==> src/design/pidf_pkg.sv <==
// Shared types, codes and fixed-point helpers of the PID unit with filtered derivative.
// No dependencies; every other design file uses it by scoped names.
`timescale 1ns / 1ps
package pidf_pkg;

  localparam int DW   = 32;  // data width, signed Q16.16
  localparam int FB   = 16;  // fraction bits
  localparam int DTW  = 16;  // width of a valid time step (bounded by the timeout)
  localparam int CIW  = 3;   // config index width
  localparam int ILW  = 31;  // integral limit width
  localparam int DIVN = 48;  // divider dividend / quotient width
  localparam int DIVD = 49;  // divider divisor width
  localparam int MW   = 33;  // multiplier operand width
  localparam int PW   = 2 * MW;

  typedef logic signed [DW-1:0] q_t;

  typedef enum logic [CIW-1:0] {
    CFG_GAIN_P  = 3'd0,
    CFG_GAIN_I  = 3'd1,
    CFG_GAIN_D  = 3'd2,
    CFG_SCALE   = 3'd3,
    CFG_ILIMIT  = 3'd4,
    CFG_FILTER  = 3'd5,
    CFG_TIMEOUT = 3'd6
  } cfg_idx_e;

  typedef enum logic [4:0] {
    S_IDLE, S_P_MUL, S_P_WB, S_D_INIT, S_RAW_GO, S_RAW_WAIT, S_RAW_WB,
    S_ALPHA_GO, S_ALPHA_WAIT, S_ALPHA_WB, S_F_MUL, S_F_WB, S_DD_MUL, S_DD_WB,
    S_SD_MUL, S_SD_WB, S_SDD_MUL, S_SDD_WB, S_SP_MUL, S_SP_WB,
    S_I1_MUL, S_I1_WB, S_I2_MUL, S_I2_WB, S_I_GO, S_I_WAIT, S_I_WB, S_I_ADD,
    S_OUT
  } state_e;

  typedef enum logic [3:0] {
    OP_NONE, OP_LOAD, OP_MUL, OP_WB, OP_DINIT, OP_DIV_RAW, OP_WB_RAW,
    OP_DIV_ALPHA, OP_WB_ALPHA, OP_DIV_I, OP_WB_I, OP_IADD, OP_OUT
  } dp_op_e;

  typedef enum logic [2:0] {
    MS_ERR_GP, MS_RAW_ALPHA, MS_GD_FILT, MS_DRV_SC, MS_D_SC, MS_P_SC,
    MS_ERR_GI, MS_X_SC
  } mul_sel_e;

  typedef struct packed {
    dp_op_e   op;
    mul_sel_e msel;
  } dp_cmd_t;

  typedef struct packed {
    logic run_d;
    logic run_i;
    logic dvalid;
    logic div_busy;
    logic out_free;
  } dp_stat_t;

  // Saturate a 64-bit signed value to the data range.
  function automatic q_t sat64(input logic signed [63:0] v);
    logic signed [63:0] hi;
    logic signed [63:0] lo;
    hi = $signed({{(64-DW+1){1'b0}}, {(DW-1){1'b1}}});
    lo = $signed({{(64-DW+1){1'b1}}, {(DW-1){1'b0}}});
    if (v > hi) begin
      return hi[DW-1:0];
    end else if (v < lo) begin
      return lo[DW-1:0];
    end
    return v[DW-1:0];
  endfunction

  // Q product: shift out the fraction truncating toward zero, then saturate.
  function automatic q_t qsat(input logic signed [PW-1:0] prod);
    logic signed [PW-1:0] t;
    logic signed [PW-FB-1:0] s;
    t = prod;
    if (prod[PW-1]) begin
      t = prod + $signed({{(PW-FB){1'b0}}, {FB{1'b1}}});
    end
    s = $signed(t[PW-1:FB]);
    return sat64(64'(s));
  endfunction

endpackage

==> src/design/pidf_ctrl.sv <==
// Sequencer for the PID unit: walks one sample through the datapath step by step.
// Uses pidf_pkg for states, commands and status.
`timescale 1ns / 1ps
module pidf_ctrl (
  input  logic               clk_i,
  input  logic               rst_ni,
  input  logic               in_valid_i,
  output logic               in_ready_o,
  input  pidf_pkg::dp_stat_t stat_i,
  output pidf_pkg::dp_cmd_t  cmd_o
);
  pidf_pkg::state_e state_q, state_d;

  always_ff @(posedge clk_i or negedge rst_ni) begin
    if (!rst_ni) begin
      state_q <= pidf_pkg::S_IDLE;
    end else begin
      state_q <= state_d;
    end
  end

  always_comb begin
    state_d = state_q;
    unique case (state_q)
      pidf_pkg::S_IDLE:       if (in_valid_i) state_d = pidf_pkg::S_P_MUL;
      pidf_pkg::S_P_MUL:      state_d = pidf_pkg::S_P_WB;
      pidf_pkg::S_P_WB: begin
        priority if (!stat_i.run_d) state_d = pidf_pkg::S_SD_MUL;
        else if (!stat_i.dvalid)    state_d = pidf_pkg::S_D_INIT;
        else                        state_d = pidf_pkg::S_RAW_GO;
      end
      pidf_pkg::S_D_INIT:     state_d = pidf_pkg::S_ALPHA_GO;
      pidf_pkg::S_RAW_GO:     state_d = pidf_pkg::S_RAW_WAIT;
      pidf_pkg::S_RAW_WAIT:   if (!stat_i.div_busy) state_d = pidf_pkg::S_RAW_WB;
      pidf_pkg::S_RAW_WB:     state_d = pidf_pkg::S_ALPHA_GO;
      pidf_pkg::S_ALPHA_GO:   state_d = pidf_pkg::S_ALPHA_WAIT;
      pidf_pkg::S_ALPHA_WAIT: if (!stat_i.div_busy) state_d = pidf_pkg::S_ALPHA_WB;
      pidf_pkg::S_ALPHA_WB:   state_d = pidf_pkg::S_F_MUL;
      pidf_pkg::S_F_MUL:      state_d = pidf_pkg::S_F_WB;
      pidf_pkg::S_F_WB:       state_d = pidf_pkg::S_DD_MUL;
      pidf_pkg::S_DD_MUL:     state_d = pidf_pkg::S_DD_WB;
      pidf_pkg::S_DD_WB:      state_d = pidf_pkg::S_SD_MUL;
      pidf_pkg::S_SD_MUL:     state_d = pidf_pkg::S_SD_WB;
      pidf_pkg::S_SD_WB:      state_d = pidf_pkg::S_SDD_MUL;
      pidf_pkg::S_SDD_MUL:    state_d = pidf_pkg::S_SDD_WB;
      pidf_pkg::S_SDD_WB:     state_d = pidf_pkg::S_SP_MUL;
      pidf_pkg::S_SP_MUL:     state_d = pidf_pkg::S_SP_WB;
      pidf_pkg::S_SP_WB:      state_d = stat_i.run_i ? pidf_pkg::S_I1_MUL : pidf_pkg::S_OUT;
      pidf_pkg::S_I1_MUL:     state_d = pidf_pkg::S_I1_WB;
      pidf_pkg::S_I1_WB:      state_d = pidf_pkg::S_I2_MUL;
      pidf_pkg::S_I2_MUL:     state_d = pidf_pkg::S_I2_WB;
      pidf_pkg::S_I2_WB:      state_d = pidf_pkg::S_I_GO;
      pidf_pkg::S_I_GO:       state_d = pidf_pkg::S_I_WAIT;
      pidf_pkg::S_I_WAIT:     if (!stat_i.div_busy) state_d = pidf_pkg::S_I_WB;
      pidf_pkg::S_I_WB:       state_d = pidf_pkg::S_I_ADD;
      pidf_pkg::S_I_ADD:      state_d = pidf_pkg::S_OUT;
      pidf_pkg::S_OUT:        if (stat_i.out_free) state_d = pidf_pkg::S_IDLE;
      default:                state_d = pidf_pkg::S_IDLE;
    endcase
  end

  always_comb begin
    cmd_o      = '{op: pidf_pkg::OP_NONE, msel: pidf_pkg::MS_ERR_GP};
    in_ready_o = 1'b0;
    unique case (state_q)
      pidf_pkg::S_IDLE: begin
        in_ready_o = 1'b1;
        if (in_valid_i) cmd_o.op = pidf_pkg::OP_LOAD;
      end
      pidf_pkg::S_P_MUL:    cmd_o = '{op: pidf_pkg::OP_MUL, msel: pidf_pkg::MS_ERR_GP};
      pidf_pkg::S_P_WB:     cmd_o = '{op: pidf_pkg::OP_WB,  msel: pidf_pkg::MS_ERR_GP};
      pidf_pkg::S_D_INIT:   cmd_o.op = pidf_pkg::OP_DINIT;
      pidf_pkg::S_RAW_GO:   cmd_o.op = pidf_pkg::OP_DIV_RAW;
      pidf_pkg::S_RAW_WB:   cmd_o.op = pidf_pkg::OP_WB_RAW;
      pidf_pkg::S_ALPHA_GO: cmd_o.op = pidf_pkg::OP_DIV_ALPHA;
      pidf_pkg::S_ALPHA_WB: cmd_o.op = pidf_pkg::OP_WB_ALPHA;
      pidf_pkg::S_F_MUL:    cmd_o = '{op: pidf_pkg::OP_MUL, msel: pidf_pkg::MS_RAW_ALPHA};
      pidf_pkg::S_F_WB:     cmd_o = '{op: pidf_pkg::OP_WB,  msel: pidf_pkg::MS_RAW_ALPHA};
      pidf_pkg::S_DD_MUL:   cmd_o = '{op: pidf_pkg::OP_MUL, msel: pidf_pkg::MS_GD_FILT};
      pidf_pkg::S_DD_WB:    cmd_o = '{op: pidf_pkg::OP_WB,  msel: pidf_pkg::MS_GD_FILT};
      pidf_pkg::S_SD_MUL:   cmd_o = '{op: pidf_pkg::OP_MUL, msel: pidf_pkg::MS_DRV_SC};
      pidf_pkg::S_SD_WB:    cmd_o = '{op: pidf_pkg::OP_WB,  msel: pidf_pkg::MS_DRV_SC};
      pidf_pkg::S_SDD_MUL:  cmd_o = '{op: pidf_pkg::OP_MUL, msel: pidf_pkg::MS_D_SC};
      pidf_pkg::S_SDD_WB:   cmd_o = '{op: pidf_pkg::OP_WB,  msel: pidf_pkg::MS_D_SC};
      pidf_pkg::S_SP_MUL:   cmd_o = '{op: pidf_pkg::OP_MUL, msel: pidf_pkg::MS_P_SC};
      pidf_pkg::S_SP_WB:    cmd_o = '{op: pidf_pkg::OP_WB,  msel: pidf_pkg::MS_P_SC};
      pidf_pkg::S_I1_MUL:   cmd_o = '{op: pidf_pkg::OP_MUL, msel: pidf_pkg::MS_ERR_GI};
      pidf_pkg::S_I1_WB:    cmd_o = '{op: pidf_pkg::OP_WB,  msel: pidf_pkg::MS_ERR_GI};
      pidf_pkg::S_I2_MUL:   cmd_o = '{op: pidf_pkg::OP_MUL, msel: pidf_pkg::MS_X_SC};
      pidf_pkg::S_I2_WB:    cmd_o = '{op: pidf_pkg::OP_WB,  msel: pidf_pkg::MS_X_SC};
      pidf_pkg::S_I_GO:     cmd_o.op = pidf_pkg::OP_DIV_I;
      pidf_pkg::S_I_WB:     cmd_o.op = pidf_pkg::OP_WB_I;
      pidf_pkg::S_I_ADD:    cmd_o.op = pidf_pkg::OP_IADD;
      pidf_pkg::S_OUT:      if (stat_i.out_free) cmd_o.op = pidf_pkg::OP_OUT;
      default: ;
    endcase
  end
endmodule

==> config.mk <==
export PLATFORM = sky130hd
export DESIGN_NAME = pidf_ctrl
export DESIGN_NICKNAME = d
export VERILOG_FILES = /design/src/design/pidf_pkg.sv /design/src/design/pidf_ctrl.sv
export SDC_FILE = /design/constraint.sdc
export NUM_CORES = 1
export LEC_CHECK = 0
export BUFFER_PORTS_ARGS = -buffer_cell sky130_fd_sc_hd__buf_2
export CAP_MARGIN = 20
export CORE_UTILIZATION = 51
export DETAILED_ROUTE_END_ITERATION = 10
export PLACE_DENSITY_LB_ADDON = 0.05
export SLEW_MARGIN = 5
export SYNTH_ARGS = -nofsm -noshare
export SYNTH_HDL_FRONTEND = slang
export SYNTH_SLANG_ARGS = --single-unit
==> constraint.sdc <==
create_clock -name clk_i -period 2.5 [get_ports clk_i]
set_clock_uncertainty 0.2 [all_clocks]
set_input_delay 0.125 -clock clk_i [delete_from_list [all_inputs] [get_ports clk_i]]
set_output_delay 0.125 -clock clk_i [all_outputs]
set_load 0.01 [all_outputs]
==> impl_metrics.ini, run 1 <==
[placed_design]
post_place_setup_slack_ns = 0.456
buffer_ports.inserted = 15
dp.final_hpwl_um = 1140
postPlaceCellArea_um2 = 733
place.gp.congestion = 0.785

[routing]
vias_per_cell = 6.28
detail_route.first_pass.iterations = 4
wl_um = 1670
drc = 0
route.detailed.wl_per_inst_um = 14.5
dr.first_iter.drc_count = 24
dr_total_vias = 722
antenna_left = 0

[cts]
clkLatencyLatePin_ns = 0.24
clk_pin_slew_worst_setup_hold_paths_ns = 0.04
ctsLongestPathBuffers = 2
clock_tree_from_tritoncts = done
tritoncts_buffers = 3
cts_hold_repair.buffers = 1
post_cts.resized_instances = 0
postCtsSetupBuffers = 0
htreeDepth = 1
clock_sink_count = 5
cts.root.buffer_cell = sky130_fd_sc_hd__clkbuf_4

[yosys]
synth-edff-count = 0
yosys_warnings = 0
post_synth_inst_count = 90
synth_async_sr_flop_share_pct = 100
synth_fp_nets = 98
netlist-cell-type-count = 41
postSynthAreaPerCell_um2 = 7.59
yosys_most_used_dff = sky130_fd_sc_hd__dfrtp_1
synth_seq_cells = 5
synth_seq_area_share_pct = 18.3
synthesis.area_um2 = 683

[outcome]
outcome = finished, final reports clean

[grt]
grt_antenna_before_repair = 0
grt_util_all_layers_pct = 29.0
global_route.overflow_total = 0
grt_pass1_wl_um = 2910
vias_in_the_first_global_route = 638
grt_start_max_net_pins = 25

[final_layout]
drive_above_1_share_pct = 24.8
area_growth_pct = 12.6
top_registers = state_q (5)
multi_input_comb_area_um2 = 504
fillCellCount = 114
top_register = state_q
postLayoutCellArea_um2 = 769
register_area_um2 = 125
max_reg_flops = 5
final_net_count = 110
diodes = 0

[sta]
max-slew-margin-rel_pct = 53.9
min_period_over_period_pct = 91.6
post-route-worst-setup-slack_ns = 0.210
unrepaired_setup_endpoints_after_global_routing = false
worstMarginPinSlew_ns = 0.692
maxClockFrequency_ghz = 0.437
finalSetupViolCount = 0
timing.final.max_slew_violations = 0
final.setup.tns_ns = 0
timing.final.crit_period_ns = 2.29
hold_viol_final = 0

[setup_path]
crit_path_end_kind = output pin
critPathMaxFanout = 20
required_time_of_the_critical_path_ns = 2.17
crit_arrival_ns = 1.96
startpoint_type = register
critical_path_class = register to output pin

[floorplanning]
die_outline_width_um = 38.6
placement_rows = 12
dieArea_um2 = 1490
design.core.area_um2 = 1170
vert_die_dim_um = 38.6
start_util_pct = 58.3
ioPinCount = 16

[power_and_ir_drop]
power.ir.vdd_worst_uv = 694
leak_pwr_nw = 0.324
p_per_area_nw_per_um2 = 1410

[worst_hold_path]
worst_hold_path_type = input port to async pin

[flow_run]
timing.max_cap.violations = 0
[final timing paths]
check,startpoint,depth (start not counted),endpoint,slack (ns)
hold / removal,rst_ni,2,state_q[2]$_DFFE_PN0P_,0.02
setup reg to reg,state_q[3]$_DFFE_PN0P_,4,state_q[3]$_DFFE_PN0P_,0.44
setup / recovery,state_q[2]$_DFFE_PN0P_,5,cmd_o[3],0.21
min in group clk_i,stat_i[2],4,state_q[0]$_DFFE_PN0P_,0.12
max in group asynchronous,rst_ni,2,state_q[4]$_DFFE_PN0P_,1.95
hold reg to reg,state_q[0]$_DFFE_PN0P_,2,state_q[1]$_DFFE_PN0P_,0.62
[worst max-delay path, stage by stage (launching register included)]
cell,delay [ns]
sky130_fd_sc_hd__dfrtp_1,0.70
sky130_fd_sc_hd__nand2b_1,0.29
sky130_fd_sc_hd__o21ai_0,0.12
sky130_fd_sc_hd__a221oi_1,0.33
sky130_fd_sc_hd__a21oi_1,0.09
sky130_fd_sc_hd__buf_2,0.18
[stage by stage]
step	total power, mW	util, %	hold slack (ns)	std cells
6_report	1.09	65.7	0.0208	115
5_1_grt	1.19	65.7	0.0320	115
4_1_cts	1.08	65.7	0.0269	115
3_5_place_dp	0.984	62.6	-0.259	110
3_3_place_gp	0.968	62.6	-0.261	110
2_1_floorplan	0.827	-	-0.371	90
[cells in the mapped netlist, drive strengths merged, types with 2 or more instances]
library cell / count / area, µm²
nand2: 7 / 28.8
nor4: 3 / 25.0
and4b: 2 / 20.0
o21ai: 4 / 20.0
nor3: 4 / 20.0
nand3: 2 / 10.0
and2: 3 / 18.8
a31oi: 2 / 12.5
buf: 8 / 42.5
a21oi: 8 / 40.0
o31ai: 2 / 28.8
nor2: 6 / 22.5
dfrtp: 5 / 125
a211oi: 2 / 15.0
nand2b: 5 / 31.3
a21boi: 2 / 15.0
clkbuf: 2 / 7.51
o21bai: 2 / 15.0
nor2b: 4 / 25.0
o32ai: 2 / 17.5
[cell families after synthesis]
group           count (synthesis)  synth area share (%)
mux                             2                  3.66
compound gates                 29                  30.4
buf+inv                        11                  7.88
simple gates                   41                  37.2
flops                           5                  18.3
xor+xnor                        2                  2.56
[report_power, final]
| group | internal (mW) | total (mW) | switching [mW] |
|---|---|---|---|
| combinational | 0.342 | 0.693 | 0.351 |
| clock | 0.0603 | 0.0926 | 0.0323 |
| sequential | 0.119 | 0.302 | 0.182 |
| total | 0.522 | 1.09 | 0.566 |
[cell usage in the layout (no fill, tap or decap), types with 3 or more instances in the layout]
cell type                  synthesis  final
sky130_fd_sc_hd__nand2_1           6      6
sky130_fd_sc_hd__and2_1            3      3
sky130_fd_sc_hd__nor3_1            4      4
sky130_fd_sc_hd__o21ai_0           3      3
sky130_fd_sc_hd__dfrtp_1           5      5
sky130_fd_sc_hd__nand2b_1          5      5
sky130_fd_sc_hd__clkbuf_4          0      3
sky130_fd_sc_hd__buf_2             7     15
sky130_fd_sc_hd__a21oi_1           8      8
sky130_fd_sc_hd__nor2_1            6      6
sky130_fd_sc_hd__nor2b_1           4      4
[final cells by class]
type	instances	area share, %
well taps	14	2.28
flip-flops and latches	5	16.3
repair buffers	17	12.0
inverters	1	0.488
clock buffers	4	3.41
multi-input cells	74	65.5
[metal layers]
metal	GRT usage, %	wire (µm)	vias to the layer above
met1	37.4	718	338
met2	45.0	838	23
met4	15.5	42	0
met5	0	0	-
met3	5.78	67	5
li1	-	-	356
(Power assumes the default switching activity.)
==> run 2: changes to the inputs <==
- clock period: 2.5 -> 2.41 ns (I/O delays scaled with it)
==> run 2 against run 1 <==
Compared with the run above:
- via count decreased by 1.8%
- utilization increased by 0.75 points
- combinational power increased by 6.2%
- sequential power decreased by 1%
==> impl_metrics.ini, run 2 (synthesized netlist as in run 1, its figures left out) <==
[flow_run]
timing.max_cap.violations = 0

[cts]
cts.root.buffer_cell = sky130_fd_sc_hd__clkbuf_4
clkLatencyLatePin_ns = 0.24
clock_tree_from_tritoncts = done
clock_sink_count = 5
htreeDepth = 1
clk_pin_slew_worst_setup_hold_paths_ns = 0.04
ctsLongestPathBuffers = 2
tritoncts_buffers = 3

[floorplanning]
design.core.area_um2 = 1170
die_outline_width_um = 38.6
dieArea_um2 = 1490
ioPinCount = 16
placement_rows = 12
vert_die_dim_um = 38.6
start_util_pct = 58.3

[routing]
dr.first_iter.drc_count = 12
route.detailed.wl_per_inst_um = 13.3
detail_route.first_pass.iterations = 4
met3WireLength_um = 76
drc = 0
routed.top_layer = met4
met2_wirelength_um = 771
wl_um = 1550
route.layer.met1.wl_um = 678
dr_total_vias = 709
vias_per_cell = 6.11
antenna_left = 0

[sta]
final.setup.tns_ns = 0
finalSetupViolCount = 0
timing.final.crit_period_ns = 2.15
unrepaired_setup_endpoints_after_global_routing = false
worstMarginPinSlew_ns = 0.637
post-route-worst-setup-slack_ns = 0.260
timing.final.max_slew_violations = 0
hold_viol_final = 0
maxClockFrequency_ghz = 0.465
final_hold_slack_ns = 0.00735
max-slew-margin-rel_pct = 57.5
min_period_over_period_pct = 89.2

[placed_design]
post_place_setup_slack_ns = 0.411
place.gp.congestion = 0.781
dp.final_hpwl_um = 1100
buffer_ports.inserted = 15

[power_and_ir_drop]
p_per_area_nw_per_um2 = 1450
leak_pwr_nw = 0.328
power.ir.vdd_worst_uv = 689

[final_layout]
final_util_pct = 66.5
max_reg_flops = 5
top_register = state_q
drive_above_1_share_pct = 26.5
top_registers = state_q (5)
layout_commonest_cell = sky130_fd_sc_hd__buf_2
layout_common_cells = sky130_fd_sc_hd__buf_2, sky130_fd_sc_hd__a21oi_1, sky130_fd_sc_hd__nor2_1, sky130_fd_sc_hd__nand2_1, sky130_fd_sc_hd__nand2b_1
area_growth_pct = 13.9
diodes = 0
final_net_count = 111

[setup_path]
critical_path_class = register to output pin
r2r_cells = 4
critPathMaxFanout = 21
worstReg2RegEnd = state_q[3]$_DFFE_PN0P_
timing.reg2reg.setup_slack_ns = 0.46
launch_point_of_the_worst_reg_to_reg_path = state_q[4]$_DFFE_PN0P_
crit_arrival_ns = 1.83
required_time_of_the_critical_path_ns = 2.09
startpoint_type = register
crit_path_end_kind = output pin

[outcome]
outcome = finished, final reports clean

[grt]
grt_antenna_before_repair = 0
grt_util_all_layers_pct = 26.6
grt_start_max_net_pins = 22
vias_in_the_first_global_route = 613
global_route.overflow_total = 0
grt_pass1_wl_um = 2770

[worst_hold_path]
worst_hold_path_type = input port to async pin
## run 2: critical path: stages (launching register included)
cell	delay, ns
sky130_fd_sc_hd__dfrtp_1	0.74
sky130_fd_sc_hd__nand2_1	0.23
sky130_fd_sc_hd__o21a_1	0.22
sky130_fd_sc_hd__o32ai_1	0.21
sky130_fd_sc_hd__buf_2	0.17
## run 2: metrics by stage
stage / instance area (µm²) / total power, mW / std cells
5_1_grt: 778 / 1.25 / 116
6_report: 778 / 1.13 / 116
3_3_place_gp: 741 / 1.02 / 111
4_1_cts: 777 / 1.13 / 116
3_5_place_dp: 741 / 1.02 / 111
2_1_floorplan: 683 / 0.857 / 90
## run 2: report_power, final
| part | total [mW] | leakage [nW] | internal (mW) | switching (mW) |
|---|---|---|---|---|
| combinational | 0.736 | 0.255 | 0.364 | 0.372 |
| clock | 0.0968 | 0.0150 | 0.0626 | 0.0342 |
| sequential | 0.298 | 0.0579 | 0.126 | 0.171 |
## run 2: final cells by class
cell class | instances | area [µm²]
clock buffer | 4 | 26.3
fill | 98 | 393
inverter | 1 | 3.75
multi-input combinational | 74 | 504
sequential | 5 | 126
tap | 14 | 17.5
timing repair buffer | 18 | 100
## run 2: how the worst max path moves through the flow
stage	slack, ns	from	cells after the start	endpoint
floorplan	0.69	state_q[4]$_DFFE_PN0P_	5	state_q[3]$_DFFE_PN0P_
global placement	0.47	state_q[2]$_DFFE_PN0P_	4	state_q[3]$_DFFE_PN0P_
detailed placement	0.41	state_q[2]$_DFFE_PN0P_	4	state_q[3]$_DFFE_PN0P_
CTS	0.21	state_q[2]$_DFFE_PN0P_	5	cmd_o[3]
global route	0.06	state_q[3]$_DFFE_PN0P_	6	cmd_o[3]
finish	0.26	state_q[4]$_DFFE_PN0P_	4	cmd_o[5]
## run 2: per-layer routing
layer  global-route usage, %  vias up
met5                       0        -
met4                    7.76        0
met3                    3.47        2
met2                    44.2       30
met1                    35.6      317
li1                        -      360
## run 2: timing repair
item | 4_1_cts | 5_1_grt
buffers inserted | 0 | 0
gates resized for setup | 0 | 1
hold endpoints to repair | 5 | 0
setup endpoints to repair | 0 | 1
hold buffers | 1 | 0
==> run 3: changes to the inputs <==
- ABC_AREA: default -> 1
==> run 3 against run 2 <==
Compared with the run above:
- die area rose by 16%
- setup slack lost 0.0078 ns
- critical path depth is 3 higher
- clock power increased by 0.8%
- hold slack better by 0.028 ns
- combinational power up 26%
- via count up 42%
- global-route usage up 0.18 points
- maximum frequency is 0.36% lower
- wire length rose by 40%
- clock-buffer cell count unchanged
- critical path type unchanged
==> impl_metrics.ini, run 3 <==
[setup_path]
timing.critical_path.slowest_stage_cell = sky130_fd_sc_hd__dfrtp_1
required_time_of_the_critical_path_ns = 2.09
crit_buf_inv = 2
critPathMaxFanout = 15
path_delay_family = flip-flops
critical_path.cell_chain = inv_2, nor2_2, o21ai_0, nand3_1, nor2_1, nand3_1, buf_2
crit_arrival_ns = 1.84
max_stage_delay_ns = 0.56
critical_path_class = register to output pin
crit_path_end_kind = output pin
path_common_cell = sky130_fd_sc_hd__nand3_1
startpoint_type = register

[sta]
maxClockFrequency_ghz = 0.463
final.setup.tns_ns = 0
timing.final.max_slew_violations = 0
finalSetupViolCount = 0
hold_viol_final = 0
worstMarginPinSlew_ns = 0.507
timing.final.crit_period_ns = 2.16
min_period_over_period_pct = 89.5
max-slew-margin-rel_pct = 66.2
unrepaired_setup_endpoints_after_global_routing = false

[final_layout]
top_register = state_q
diodes = 0
final_cell_count_no_fill = 185
max_reg_flops = 5
postLayoutCellArea_um2 = 921
area_growth_pct = 15.0
final_net_count = 179
drive_above_1_share_pct = 22.4
layout_common_cells = sky130_fd_sc_hd__nand2_1, sky130_fd_sc_hd__nor2_1, sky130_fd_sc_hd__nand3_1, sky130_fd_sc_hd__buf_2, sky130_fd_sc_hd__inv_1
layout_commonest_cell = sky130_fd_sc_hd__nand2_1
top_registers = state_q (5)

[routing]
dr.first_iter.drc_count = 49
antenna_left = 0
vias_per_cell = 5.44
drc = 0
wl_um = 2170
route.detailed.wl_per_inst_um = 11.7
dr_total_vias = 1007
detail_route.first_pass.iterations = 4

[yosys]
synth_fp_nets = 160
synth_seq_cells = 5
yosys_most_used_dff = sky130_fd_sc_hd__dfrtp_1
synthesis.area_um2 = 801
synth_async_sr_flop_share_pct = 100
netlist-cell-type-count = 21
synthDominantCellAreaShare_pct = 22.0
post_synth_inst_count = 152
synth_seq_area_share_pct = 15.6
yosys_warnings = 0
synth.most_common_cell = sky130_fd_sc_hd__nand2_1
synth_commonest_cells = sky130_fd_sc_hd__nand2_1, sky130_fd_sc_hd__nor2_1, sky130_fd_sc_hd__nand3_1
synth_top_cell_by_area = sky130_fd_sc_hd__nand2_1
postSynthAreaPerCell_um2 = 5.27
synth_top_cells_by_area = sky130_fd_sc_hd__nand2_1, sky130_fd_sc_hd__dfrtp_1, sky130_fd_sc_hd__nand3_1, sky130_fd_sc_hd__nor2_1, sky130_fd_sc_hd__inv_1
synth-edff-count = 0

[cts]
clock_sink_count = 5
cts.root.buffer_cell = sky130_fd_sc_hd__clkbuf_4
clock_tree_from_tritoncts = done
htreeDepth = 1
clkLatencyLatePin_ns = 0.24
postCtsSetupBuffers = 0
ctsLongestPathBuffers = 2
tritoncts_buffers = 3
clk_pin_slew_worst_setup_hold_paths_ns = 0.04

[grt]
gr-usage-met3_pct = 6.09
vias_in_the_first_global_route = 795
gr_layer_usage_met2_pct = 38.8
grt_antenna_before_repair = 0
grt_start_max_net_pins = 16
global_route.overflow_total = 0
grt_util_all_layers_pct = 26.8
grt_use_met1_pct = 41.8
gr-max-usage-layer = met1
grt_pass1_wl_um = 3710

[placed_design]
postPlaceCellArea_um2 = 885
place.gp.congestion = 0.917
dp.final_hpwl_um = 1700
buffer_ports.inserted = 15
post-place-cells = 180

[outcome]
outcome = finished, final reports clean

[floorplanning]
design.core.area_um2 = 1380
die_outline_width_um = 41.6
dieArea_um2 = 1730
vert_die_dim_um = 41.6
ioPinCount = 16
start_util_pct = 57.9
placement_rows = 13

[power_and_ir_drop]
p_per_area_nw_per_um2 = 1370
power.ir.vdd_worst_uv = 630
leak_pwr_nw = 0.576

[flow_run]
timing.max_cap.violations = 0

[worst_hold_path]
worst_hold_path_type = input port to async pin
[run 3: cell count changes in the layout (fill, tap and decap cells not counted), moves of 4 or more]
| cell | before | now |
|---|---|---|
| sky130_fd_sc_hd__nor2_2 | 0 | 5 |
| sky130_fd_sc_hd__inv_1 | 1 | 14 |
| sky130_fd_sc_hd__nand2b_1 | 5 | 0 |
| sky130_fd_sc_hd__a21oi_1 | 8 | 3 |
| sky130_fd_sc_hd__nand2_1 | 6 | 47 |
| sky130_fd_sc_hd__nand3_1 | 2 | 24 |
| sky130_fd_sc_hd__nor2_1 | 6 | 25 |
| sky130_fd_sc_hd__inv_2 | 0 | 6 |
| sky130_fd_sc_hd__nor2b_1 | 4 | 0 |
[run 3: cell type report]
| type | instances | area [µm²] |
|---|---|---|
| inverter | 20 | 75.1 |
| timing repair buffer | 16 | 85.1 |
| fill | 145 | 462 |
| tap | 15 | 18.8 |
| sequential | 5 | 125 |
| multi-input combinational | 125 | 591 |
| clock buffer | 4 | 26.3 |
[run 3: repair_timing]
| action | 4_1_cts | 5_1_grt |
|---|---|---|
| endpoints found under the hold margin | 5 | 0 |
| hold buffers | 1 | 0 |
| resized for setup | 0 | 0 |
[run 3: path summary, 6_finish.rpt]
check	from	end	slack, ns	cells after the start
min	rst_ni	state_q[0]$_DFFE_PN0P_	0.04	2
min in group clk_i	stat_i[3]	state_q[3]$_DFFE_PN0P_	0.06	5
min reg2reg	state_q[2]$_DFFE_PN0P_	state_q[2]$_DFFE_PN0P_	0.45	2
max	state_q[4]$_DFFE_PN0P_	cmd_o[4]	0.25	7
max in group asynchronous	rst_ni	state_q[4]$_DFFE_PN0P_	1.84	2
max reg2reg	state_q[4]$_DFFE_PN0P_	state_q[3]$_DFFE_PN0P_	0.51	8
[run 3: kinds of logic after synthesis]
kind of cell	Yosys count	share of synthesized area (%)
buf+inv	22	10.6
compound gates	11	8.12
simple gates	114	65.6
flops	5	15.6
[run 3: power breakdown]
part	switching [mW]	internal [mW]
Combinational	0.607	0.323
Clock	0.0349	0.0626
Sequential	0.111	0.127
[run 3: metrics by stage]
step | total power, mW | utilization [%] | setup WS [ns] | hold WS, ns
floorplan | 0.911 | - | 0.898 | -0.375
global placement | 1.16 | 64.0 | 0.520 | -0.263
detailed placement | 1.16 | 64.0 | 0.558 | -0.258
CTS | 1.26 | 66.6 | 0.288 | 0.0114
global route | 1.41 | 66.6 | 0.107 | 0.0504
finish | 1.26 | 66.6 | 0.252 | 0.0358
[run 3: per-layer routing]
layer	vias up	share of wire (%)
li1	518	-
met1	438	47
met2	51	46
met3	0	7.6
met4	0	0
met5	-	0
